File: src/hdl/teq_pkg.sv
// Package: shared constants, types and result kinds for the timed event queue.
package teq_pkg;
  localparam int DefDepth     = 16;
  localparam int DefCondBits  = 4;
  localparam int DefCodeBits  = 8;
  localparam int TimeBits     = 32;
  localparam int ArgBits      = 32;
  localparam int KindBits     = 3;
  localparam int OutCodeBits  = 8;
  localparam int ClearBits    = 8;

  typedef enum logic [KindBits-1:0] {
    KIND_INSERTED = 3'd0,
    KIND_DROPPED  = 3'd1,
    KIND_FIRED    = 3'd2,
    KIND_CLEARED  = 3'd3,
    KIND_ENDED    = 3'd4
  } kind_t;

  typedef enum logic [1:0] {
    ST_IDLE,
    ST_INSERT,
    ST_SCAN,
    ST_CLOSE
  } state_t;

  localparam logic OP_INSERT  = 1'b0;
  localparam logic OP_PROCESS = 1'b1;
endpackage

File: src/hdl/teq_in_if.sv
// Interface: input channel of the timed event queue.
interface teq_in_if #(
  parameter int CondBits = teq_pkg::DefCondBits,
  parameter int CodeBits = teq_pkg::DefCodeBits
);
  logic                              valid;
  logic                              ready;
  logic                              opcode;
  logic [teq_pkg::TimeBits-1:0]      now_ms;
  logic [teq_pkg::TimeBits-1:0]      delay_ms;
  logic [CondBits-1:0]               condition;
  logic [CodeBits-1:0]               event_code;
  logic signed [teq_pkg::ArgBits-1:0] arg_first;
  logic signed [teq_pkg::ArgBits-1:0] arg_second;
  modport source (output valid, opcode, now_ms, delay_ms, condition, event_code,
                  arg_first, arg_second, input ready);
  modport sink (input valid, opcode, now_ms, delay_ms, condition, event_code,
                arg_first, arg_second, output ready);
endinterface

File: src/hdl/teq_out_if.sv
// Interface: result channel of the timed event queue.
interface teq_out_if #(
  parameter int CodeBits = teq_pkg::DefCodeBits
);
  logic                               valid;
  logic                               ready;
  logic [teq_pkg::KindBits-1:0]       kind;
  logic [CodeBits-1:0]                fired_code;
  logic signed [teq_pkg::ArgBits-1:0] fired_first;
  logic signed [teq_pkg::ArgBits-1:0] fired_second;
  logic                               last;
  modport source (output valid, kind, fired_code, fired_first, fired_second, last,
                  input ready);
  modport sink (input valid, kind, fired_code, fired_first, fired_second, last,
                output ready);
endinterface

File: src/hdl/timed_event_queue_core.sv
// Top level: sorted timed event queue built as a shifting row of slot cells.
//
// The queue holds up to DEPTH events in a row of slot cells, sorted by
// activation time (now_ms + delay_ms, modulo 2^32, unsigned compare). The head
// slot sits at index 0. An insert runs one step per slot: a ripple pass walks
// a cursor that compares the new activation time against each slot; once a
// later time or the end of the queue is met, that slot and all after it shift
// one place toward the tail at once and the new event lands at the cursor,
// then one transfer reports inserted or dropped. A process item examines the
// head side one slot per cycle unless it waits on the result channel: a due
// entry with matching condition is sent out as a fired result and the slots
// behind it shift forward, a mismatch advances the cursor, an entry with the
// clear code empties the queue, and an entry not yet due or the end of the
// queue ends the process. One item is in work at a time; input ready is high
// only in idle. Slots beyond the fill count hold stale data and are never
// examined. clear_code resets to 255.
module timed_event_queue_core #(
  parameter int DEPTH          = teq_pkg::DefDepth,
  parameter int CONDITION_BITS = teq_pkg::DefCondBits,
  parameter int CODE_BITS      = teq_pkg::DefCodeBits
) (
  input  logic                          clk,
  input  logic                          rst,
  teq_in_if.sink                        in_ch,
  teq_out_if.source                     out_ch,
  input  logic                          cfg_we,
  input  logic [teq_pkg::ClearBits-1:0] cfg_wdata
);
  localparam int TB = teq_pkg::TimeBits;
  localparam int AB = teq_pkg::ArgBits;
  localparam int W  = TB + CONDITION_BITS + CODE_BITS + 2 * AB;
  localparam int IB = $clog2(DEPTH);
  localparam int CB = $clog2(DEPTH + 1);

  teq_pkg::state_t state, state_next;

  logic [teq_pkg::ClearBits-1:0] clear_code;
  logic [CB-1:0]                 count;
  logic [CB-1:0]                 cursor;   // slot under examination
  logic                          op_process;
  logic [TB-1:0]                 act;      // insert: activation, process: now
  logic [CONDITION_BITS-1:0]     cond;
  logic [W-1:0]                  new_entry;
  logic                          ins_done; // insert placed its entry

  logic [W-1:0] slots [DEPTH];
  logic [DEPTH-1:0] ld_prev, ld_next;

  // result register
  logic                      ovalid;
  logic [teq_pkg::KindBits-1:0] okind;
  logic [CODE_BITS-1:0]      ocode;
  logic [AB-1:0]             ofirst, osecond;
  logic                      olast;

  // fields of the slot under the cursor
  logic [W-1:0]              cur;
  logic [TB-1:0]             cur_time;
  logic [CONDITION_BITS-1:0] cur_cond;
  logic [CODE_BITS-1:0]      cur_code;
  logic [AB-1:0]             cur_first, cur_second;
  logic                      at_end;

  assign cur = slots[cursor[IB-1:0]];
  assign {cur_time, cur_cond, cur_code, cur_first, cur_second} = cur;
  assign at_end = (cursor >= count);

  genvar g;
  generate
    for (g = 0; g < DEPTH; g++) begin : g_slot
      logic [W-1:0] prev_e, next_e;
      if (g == 0) begin : g_head
        assign prev_e = new_entry;
      end else begin : g_mid
        assign prev_e = (cursor == CB'(g)) ? new_entry : slots[g-1];
      end
      if (g == DEPTH - 1) begin : g_tail
        assign next_e = slots[g];
      end else begin : g_body
        assign next_e = slots[g+1];
      end
      teq_cell #(.CondBits(CONDITION_BITS), .CodeBits(CODE_BITS), .W(W)) u_cell (
        .clk        (clk),
        .load_prev  (ld_prev[g]),
        .load_next  (ld_next[g]),
        .prev_entry (prev_e),
        .next_entry (next_e),
        .entry      (slots[g])
      );
    end
  endgenerate

  logic out_free;
  assign out_free = !ovalid || out_ch.ready;
  assign in_ch.ready = (state == teq_pkg::ST_IDLE);

  // control decisions of one step
  logic do_insert_place, do_fire, do_clear, do_end, do_skip;

  always_comb begin
    state_next      = state;
    ld_prev         = '0;
    ld_next         = '0;
    do_insert_place = 1'b0;
    do_fire         = 1'b0;
    do_clear        = 1'b0;
    do_end          = 1'b0;
    do_skip         = 1'b0;
    case (state)
      teq_pkg::ST_IDLE: begin
        if (in_ch.valid) begin
          state_next = teq_pkg::ST_SCAN;
        end
      end
      teq_pkg::ST_SCAN: begin
        if (!op_process) begin
          // insert: advance the cursor past equal or earlier entries
          if (count >= CB'(DEPTH)) begin
            state_next = teq_pkg::ST_CLOSE;
          end else if (at_end || cur_time > act) begin
            do_insert_place = 1'b1;
            for (int i = 0; i < DEPTH; i++) begin
              ld_prev[i] = (CB'(i) >= cursor) && (CB'(i) <= count);
            end
            state_next = teq_pkg::ST_CLOSE;
          end else begin
            do_skip = 1'b1;
          end
        end else if (at_end) begin
          do_end = 1'b1;
        end else if (cur_code == CODE_BITS'(clear_code)
                     && (CODE_BITS >= teq_pkg::ClearBits
                         || (clear_code >> CODE_BITS) == '0)) begin
          do_clear = 1'b1;
        end else if (cur_time > act) begin
          do_end = 1'b1;
        end else if (cur_cond == cond) begin
          if (out_free) begin
            do_fire = 1'b1;
            for (int i = 0; i < DEPTH; i++) begin
              ld_next[i] = (CB'(i) >= cursor);
            end
          end
        end else begin
          do_skip = 1'b1;
        end
        if ((do_end || do_clear) && out_free) begin
          state_next = teq_pkg::ST_IDLE;
        end
        if ((do_end || do_clear) && !out_free) begin
          do_end   = 1'b0;
          do_clear = 1'b0;
        end
      end
      teq_pkg::ST_CLOSE: begin
        if (out_free) begin
          state_next = teq_pkg::ST_IDLE;
        end
      end
      default: state_next = teq_pkg::ST_IDLE;
    endcase
  end

  always_ff @(posedge clk) begin
    if (rst) begin
      state      <= teq_pkg::ST_IDLE;
      count      <= '0;
      clear_code <= '1;
      ovalid     <= 1'b0;
    end else begin
      state <= state_next;
      if (cfg_we) begin
        clear_code <= cfg_wdata;
      end
      if (ovalid && out_ch.ready) begin
        ovalid <= 1'b0;
      end
      if (do_insert_place) begin
        count <= count + 1'b1;
      end
      if (do_clear) begin
        count <= '0;
      end
      if (do_fire) begin
        count  <= count - 1'b1;
        ovalid <= 1'b1;
      end
      if (do_end || do_clear) begin
        ovalid <= 1'b1;
      end
      if (state == teq_pkg::ST_CLOSE && out_free) begin
        ovalid <= 1'b1;
      end
    end
  end

  // payload registers
  always_ff @(posedge clk) begin
    if (state == teq_pkg::ST_IDLE && in_ch.valid) begin
      op_process <= (in_ch.opcode == teq_pkg::OP_PROCESS);
      act        <= (in_ch.opcode == teq_pkg::OP_PROCESS) ? in_ch.now_ms
                                                          : in_ch.now_ms + in_ch.delay_ms;
      cond       <= in_ch.condition;
      new_entry  <= {in_ch.now_ms + in_ch.delay_ms, in_ch.condition, in_ch.event_code,
                     in_ch.arg_first, in_ch.arg_second};
      cursor     <= '0;
    end else if (do_skip) begin
      cursor <= cursor + 1'b1;
    end
    if (do_fire) begin
      okind   <= teq_pkg::KIND_FIRED;
      ocode   <= cur_code;
      ofirst  <= cur_first;
      osecond <= cur_second;
      olast   <= 1'b0;
    end else if (do_end || do_clear) begin
      okind   <= do_clear ? teq_pkg::KIND_CLEARED : teq_pkg::KIND_ENDED;
      ocode   <= '0;
      ofirst  <= '0;
      osecond <= '0;
      olast   <= 1'b1;
    end else if (state == teq_pkg::ST_CLOSE && out_free) begin
      okind   <= (count >= CB'(DEPTH) && !do_insert_place && cursor == '0
                  && op_process == 1'b0 && !ins_done) ? teq_pkg::KIND_DROPPED
                                                       : teq_pkg::KIND_INSERTED;
      ocode   <= '0;
      ofirst  <= '0;
      osecond <= '0;
      olast   <= 1'b1;
    end
  end

  // mark whether the insert placed its entry
  always_ff @(posedge clk) begin
    if (rst) begin
      ins_done <= 1'b0;
    end else if (do_insert_place) begin
      ins_done <= 1'b1;
    end else if (state == teq_pkg::ST_IDLE) begin
      ins_done <= 1'b0;
    end
  end

  assign out_ch.valid        = ovalid;
  assign out_ch.kind         = okind;
  assign out_ch.fired_code   = ocode;
  assign out_ch.fired_first  = ofirst;
  assign out_ch.fired_second = osecond;
  assign out_ch.last         = olast;
endmodule

File: src/hdl/teq_cell.sv
// Module: one queue slot; holds an entry and shifts with its neighbors.
module teq_cell #(
  parameter int CondBits = teq_pkg::DefCondBits,
  parameter int CodeBits = teq_pkg::DefCodeBits,
  parameter int W = teq_pkg::TimeBits + CondBits + CodeBits + 2 * teq_pkg::ArgBits
) (
  input  logic         clk,
  input  logic         load_prev,  // take the entry of the slot before
  input  logic         load_next,  // take the entry of the slot after
  input  logic [W-1:0] prev_entry,
  input  logic [W-1:0] next_entry,
  output logic [W-1:0] entry
);
  always_ff @(posedge clk) begin
    if (load_prev) begin
      entry <= prev_entry;
    end else if (load_next) begin
      entry <= next_entry;
    end
  end
endmodule
File: src/flat_wrapper.sv
// flat-port wrapper written by rule: the top's interface ports become plain ports
module timed_event_queue_core_flat 
#(
  parameter int DEPTH          = teq_pkg::DefDepth,
  parameter int CONDITION_BITS = teq_pkg::DefCondBits,
  parameter int CODE_BITS      = teq_pkg::DefCodeBits
)
  (clk, rst, cfg_we, cfg_wdata, in_ch_valid, in_ch_opcode, in_ch_now_ms, in_ch_delay_ms, in_ch_condition, in_ch_event_code, in_ch_arg_first, in_ch_arg_second, in_ch_ready, out_ch_valid, out_ch_kind, out_ch_fired_code, out_ch_fired_first, out_ch_fired_second, out_ch_last, out_ch_ready);
  teq_in_if in_ch_i ();
  teq_out_if out_ch_i ();
  input  logic clk;
  input  logic rst;
  input  logic cfg_we;
  input  logic [teq_pkg::ClearBits-1:0] cfg_wdata;
  input wire logic [$bits(in_ch_i.valid)-1:0] in_ch_valid;
  input wire logic [$bits(in_ch_i.opcode)-1:0] in_ch_opcode;
  input wire logic [$bits(in_ch_i.now_ms)-1:0] in_ch_now_ms;
  input wire logic [$bits(in_ch_i.delay_ms)-1:0] in_ch_delay_ms;
  input wire logic [$bits(in_ch_i.condition)-1:0] in_ch_condition;
  input wire logic [$bits(in_ch_i.event_code)-1:0] in_ch_event_code;
  input wire logic [$bits(in_ch_i.arg_first)-1:0] in_ch_arg_first;
  input wire logic [$bits(in_ch_i.arg_second)-1:0] in_ch_arg_second;
  output wire logic [$bits(in_ch_i.ready)-1:0] in_ch_ready;
  output wire logic [$bits(out_ch_i.valid)-1:0] out_ch_valid;
  output wire logic [$bits(out_ch_i.kind)-1:0] out_ch_kind;
  output wire logic [$bits(out_ch_i.fired_code)-1:0] out_ch_fired_code;
  output wire logic [$bits(out_ch_i.fired_first)-1:0] out_ch_fired_first;
  output wire logic [$bits(out_ch_i.fired_second)-1:0] out_ch_fired_second;
  output wire logic [$bits(out_ch_i.last)-1:0] out_ch_last;
  input wire logic [$bits(out_ch_i.ready)-1:0] out_ch_ready;
  assign in_ch_i.valid = in_ch_valid;
  assign in_ch_i.opcode = in_ch_opcode;
  assign in_ch_i.now_ms = in_ch_now_ms;
  assign in_ch_i.delay_ms = in_ch_delay_ms;
  assign in_ch_i.condition = in_ch_condition;
  assign in_ch_i.event_code = in_ch_event_code;
  assign in_ch_i.arg_first = in_ch_arg_first;
  assign in_ch_i.arg_second = in_ch_arg_second;
  assign in_ch_ready = in_ch_i.ready;
  assign out_ch_valid = out_ch_i.valid;
  assign out_ch_kind = out_ch_i.kind;
  assign out_ch_fired_code = out_ch_i.fired_code;
  assign out_ch_fired_first = out_ch_i.fired_first;
  assign out_ch_fired_second = out_ch_i.fired_second;
  assign out_ch_last = out_ch_i.last;
  assign out_ch_i.ready = out_ch_ready;
  timed_event_queue_core #(.DEPTH(DEPTH), .CONDITION_BITS(CONDITION_BITS), .CODE_BITS(CODE_BITS)) u_core (.clk(clk), .rst(rst), .in_ch(in_ch_i), .out_ch(out_ch_i), .cfg_we(cfg_we), .cfg_wdata(cfg_wdata));
endmodule
File: config.mk
export PLATFORM = sky130hd
export DESIGN_NAME = timed_event_queue_core_flat
export DESIGN_NICKNAME = d
export VERILOG_FILES = /design/src/hdl/teq_pkg.sv /design/src/hdl/teq_in_if.sv /design/src/hdl/teq_out_if.sv /design/src/hdl/timed_event_queue_core.sv /design/src/hdl/teq_cell.sv /design/src/flat_wrapper.sv
export SDC_FILE = /design/constraint.sdc
export NUM_CORES = 2
export LEC_CHECK = 0
export ABC_AREA = 1
export BUFFER_PORTS_ARGS = -buffer_cell sky130_fd_sc_hd__clkbuf_2
export CAP_MARGIN = 20
export CORE_ASPECT_RATIO = 1.4
export CORE_MARGIN = 1
export CORE_UTILIZATION = 30
export CTS_CLUSTER_SIZE = 40
export DETAILED_ROUTE_END_ITERATION = 7
export HOLD_SLACK_MARGIN = 0.02
export PLACE_DENSITY = 0.41
export SLEW_MARGIN = 20
export SYNTH_ARGS = -nofsm -noshare
export SYNTH_HDL_FRONTEND = slang
export SYNTH_SLANG_ARGS = --single-unit
File: constraint.sdc
create_clock -name clk -period 28.4 [get_ports clk]
set_input_delay 2.84 -clock clk [delete_from_list [all_inputs] [get_ports clk]]
set_output_delay 2.84 -clock clk [all_outputs]
set_load 0.02 [all_outputs]
==> impl_metrics.json <==
{
  "initial_utilization": 0.3018,
  "htree_levels": 4,
  "place_area_mm2": 0.1166,
  "portBuffers": 231,
  "leakagePower_nw": 48.36,
  "synth_cell_types": 52,
  "area_growth_syn_to_layout_pct": 10.66,
  "track_usage": 0.2548,
  "finalCoreUtilization": 0.3340,
  "cts_tree": "done",
  "wl_per_cell_um": 27.42,
  "drive_gt1_frac": 0.06023,
  "drtAntennaViolNets": 0,
  "die_x_um": 517.6,
  "async_flop_share": 0,
  "avgSynthCellArea_um2": 8.389,
  "slew_headroom": 0.1973,
  "crit_end": "u_core.g_slot[10].u_cell.entry[7]$_DFFE_PP_",
  "drc_errors": 0,
  "pin_count": 232,
  "ys.warnings.count": 0,
  "vias": 100464,
  "ff2ff_path_depth": 17,
  "fin_ws_ns": 18.43,
  "crit_required_ns": 28.94,
  "worstMarginPinSlew_ns": 1.204,
  "synth_nets": 13541,
  "final_nets": 13117,
  "clock_sinks": 1967,
  "wirelength_um": 493500,
  "layout_worst_path_cycle_share": 0.3511,
  "holdBufCountCts": 0,
  "crit_arrival_ns": 10.51,
  "startpoint_type": "flop",
  "vdd_drop_max_v": 0.00005430,
  "cts_resized": 0,
  "fmax_mhz": 100.3,
  "design_area_mm2": 0.1236,
  "synth_area_leaders": "edfxtp_1 (52%), o21ai_0 (15%), nand2_1 (12%), inv_1 (4.4%), o211ai_1 (3.5%)",
  "clk_pin_slew_ns": 0.06,
  "syn_area_mm2": 0.1117,
  "cts_inserted_buffers": 228,
  "synth_edf_count": 1941,
  "final-hold-violation-count": 0,
  "yosysSeqAreaShare": 0.5267,
  "critPathMaxFanout": 42,
  "dp.final_hpwl_um": 276000,
  "finalCriticalPeriod_ns": 9.970,
  "drv_slew": 0,
  "syn_inst": 13310,
  "core.rowCount": 264,
  "rsz0062_at_grt": "false",
  "setup_tns_ns": 0,
  "grt_overflow": 0,
  "fp.dieH_um": 723.8,
  "grt_pass1_wl_um": 702600,
  "synth_area_leader_cell": "edfxtp_1",
  "firstDrtPassIters": 6,
  "path_class": "reg2reg",
  "grt_start_max_net_pins": 227,
  "hold_slack_ns": 0.4673,
  "yosys.area.top_type_share": 0.5220,
  "skew_ns": 0.09018,
  "worstSkewPairLatency_ns": 0.96,
  "hold_path_class": "reg2reg",
  "timing.rr.end": "u_core.g_slot[10].u_cell.entry[7]$_DFFE_PP_",
  "fillers": 38876,
  "antenna_found_initial": 15,
  "setup_viol": 0,
  "grt_pass1_vias": 96100,
  "synth_flop_cell": "edfxtp_1",
  "status": "complete, no violations",
  "die_area_mm2": 0.3747,
  "root_buffer": "clkbuf_16",
  "clock_path_buffers": 4,
  "core_mm2": 0.3700,
  "synth_seq_cells": 1967,
  "startpoint": "u_core.cursor[2]$_SDFFE_PP0P_",
  "power.density_mw_per_mm2": 62.33,
  "drtIter0Drc": 10900,
  "drt-vias-per-instance": 5.582,
  "maxCapViolations": 0,
  "r2r_start": "u_core.cursor[2]$_SDFFE_PP0P_",
  "post-place-ws_ns": 18.57,
  "regToRegSetupSlack_ns": 18.43,
  "post_cts_buffers": 0,
  "place.gp.congestion": 0.8523,
  "worstSetupEndpointType": "flop"
}
## layer usage
metal	global-route usage	wire, um	vias up
li1	-	-	45330
met1	0.3235	201000	49528
met2	0.4467	241500	4719
met3	0.02592	32220	887
met4	0.09156	18800	0
met5	0	0	-
## per-stage QoR
stage | total power [mW] | cells
final | 7.702 | 17997
after detailed placement | 4.840 | 17577
after floorplan | 4.315 | 13310
after global placement | 4.841 | 17575
after global routing | 7.977 | 17991
after CTS | 7.765 | 17987
## power breakdown
group	total [mW]	switching [mW]	internal [mW]
clock	2.91	1.32	1.59
combinational	1.29	0.983	0.309
sequential	3.50	0.128	3.37
## worst min-delay path by stage
| stage | start | to | cells past startpoint |
|---|---|---|---|
| 4_1_cts | u_core.ins_done$_SDFFE_PP0P_ | u_core.ins_done$_SDFFE_PP0P_ | 2 |
| 3_3_place_gp | u_core.ins_done$_SDFFE_PP0P_ | u_core.ins_done$_SDFFE_PP0P_ | 2 |
| 5_1_grt | u_core.ins_done$_SDFFE_PP0P_ | u_core.ins_done$_SDFFE_PP0P_ | 2 |
| 2_1_floorplan | u_core.clear_code[3]$_SDFFE_PP1P_ | u_core.clear_code[3]$_SDFFE_PP1P_ | 2 |
| 6_report | u_core.ins_done$_SDFFE_PP0P_ | u_core.ins_done$_SDFFE_PP0P_ | 2 |
| 3_5_place_dp | u_core.ins_done$_SDFFE_PP0P_ | u_core.ins_done$_SDFFE_PP0P_ | 2 |
## cell usage after synthesis (6+ instances only)
| library cell | n |
|---|---|
| xor2_1 | 26 |
| clkbuf_1 | 752 |
| nand2_1 | 3512 |
| o21ai_1 | 106 |
| a21o_1 | 6 |
| nor2_1 | 283 |
| ha_1 | 76 |
| o32ai_1 | 31 |
| nor3_1 | 15 |
| xnor2_1 | 7 |
| buf_2 | 198 |
| buf_6 | 13 |
| nand4_1 | 16 |
| inv_1 | 1307 |
| o221ai_1 | 95 |
| o211ai_1 | 519 |
| a21oi_1 | 464 |
| buf_1 | 46 |
| inv_2 | 18 |
| a31oi_1 | 9 |
| o21ai_0 | 3381 |
| o2111ai_1 | 64 |
| edfxtp_1 | 1941 |
| buf_4 | 45 |
| dfxtp_1 | 26 |
| o22ai_1 | 98 |
| nand2_2 | 8 |
| nand3_1 | 105 |
| a211oi_1 | 95 |
## cell usage in the layout (no fill, tap or decap), types with 143 or more instances in the layout
cell type  netlist  final
clkbuf_16        0    228
nand2_1       3512   3497
clkbuf_2         0    231
buf_4           45    143
edfxtp_1      1941   1941
inv_1         1307   1300
a21oi_1        464    464
o21ai_0       3381   3369
o211ai_1       519    519
nor2_1         283    280
## flip-flops by register name, indices dropped and copies added, names as in the netlist
signal / cells
u_core.out_ch.fired_second: 32
u_core.out_ch.last: 1
u_core.g_slot.u_cell.entry: 1728
u_core.clear_code: 8
u_core.out_ch.fired_first: 32
u_core.op_process: 1
u_core.out_ch.fired_code: 8
u_core.g_slot.prev_e: 108
u_core.act: 32
u_core.state: 2
u_core.count: 5
u_core.ins_done: 1
u_core.cursor: 5
u_core.out_ch.kind: 3
u_core.out_ch.valid: 1
## logic make-up (layout without fill, tap and decap cells)
kind of cell             count (synthesis)  after routing  synth area share
XOR/XNOR                                33             33          0.002589
AND/OR/NAND/NOR                       3969           3969            0.1366
flip-flops                            1967           1967            0.5267
adder cells (fa/ha/maj)                 77             77          0.008696
buffers and inverters                 2382           2138           0.08471
other                                    0             10                 0
AO/OA/AOI/OAI                         4882           4882            0.2407
## critical path, stage by stage, from the launching register on
cell      delay (ns)
dfxtp_1         0.97
nand2_4         0.63
buf_4           0.61
buf_4           0.48
o22ai_1         0.25
a211oi_1        0.08
o32ai_1         0.78
ha_1            0.39
a21oi_1         0.14
o21ai_0         0.12
a21o_1          0.17
a21oi_1         0.39
nand2_1         0.18
a21oi_1         0.45
nand4_4         0.84
o21ai_4         1.12
buf_4           0.77
buf_4           0.83
## layout make-up
cell class	count	area, um2	share of cell area
antenna	10	25.02	0.0002025
clock buffer	286	5933	0.04802
clock inverter	124	959.7	0.007767
inverter	1328	5087	0.04117
multi-input combinational	8961	43830	0.3547
sequential	1967	58810	0.4760
tap	4921	6157	0.04983
timing repair buffer	400	2756	0.02231
No activity file was read; power rests on OpenSTA's default activity.
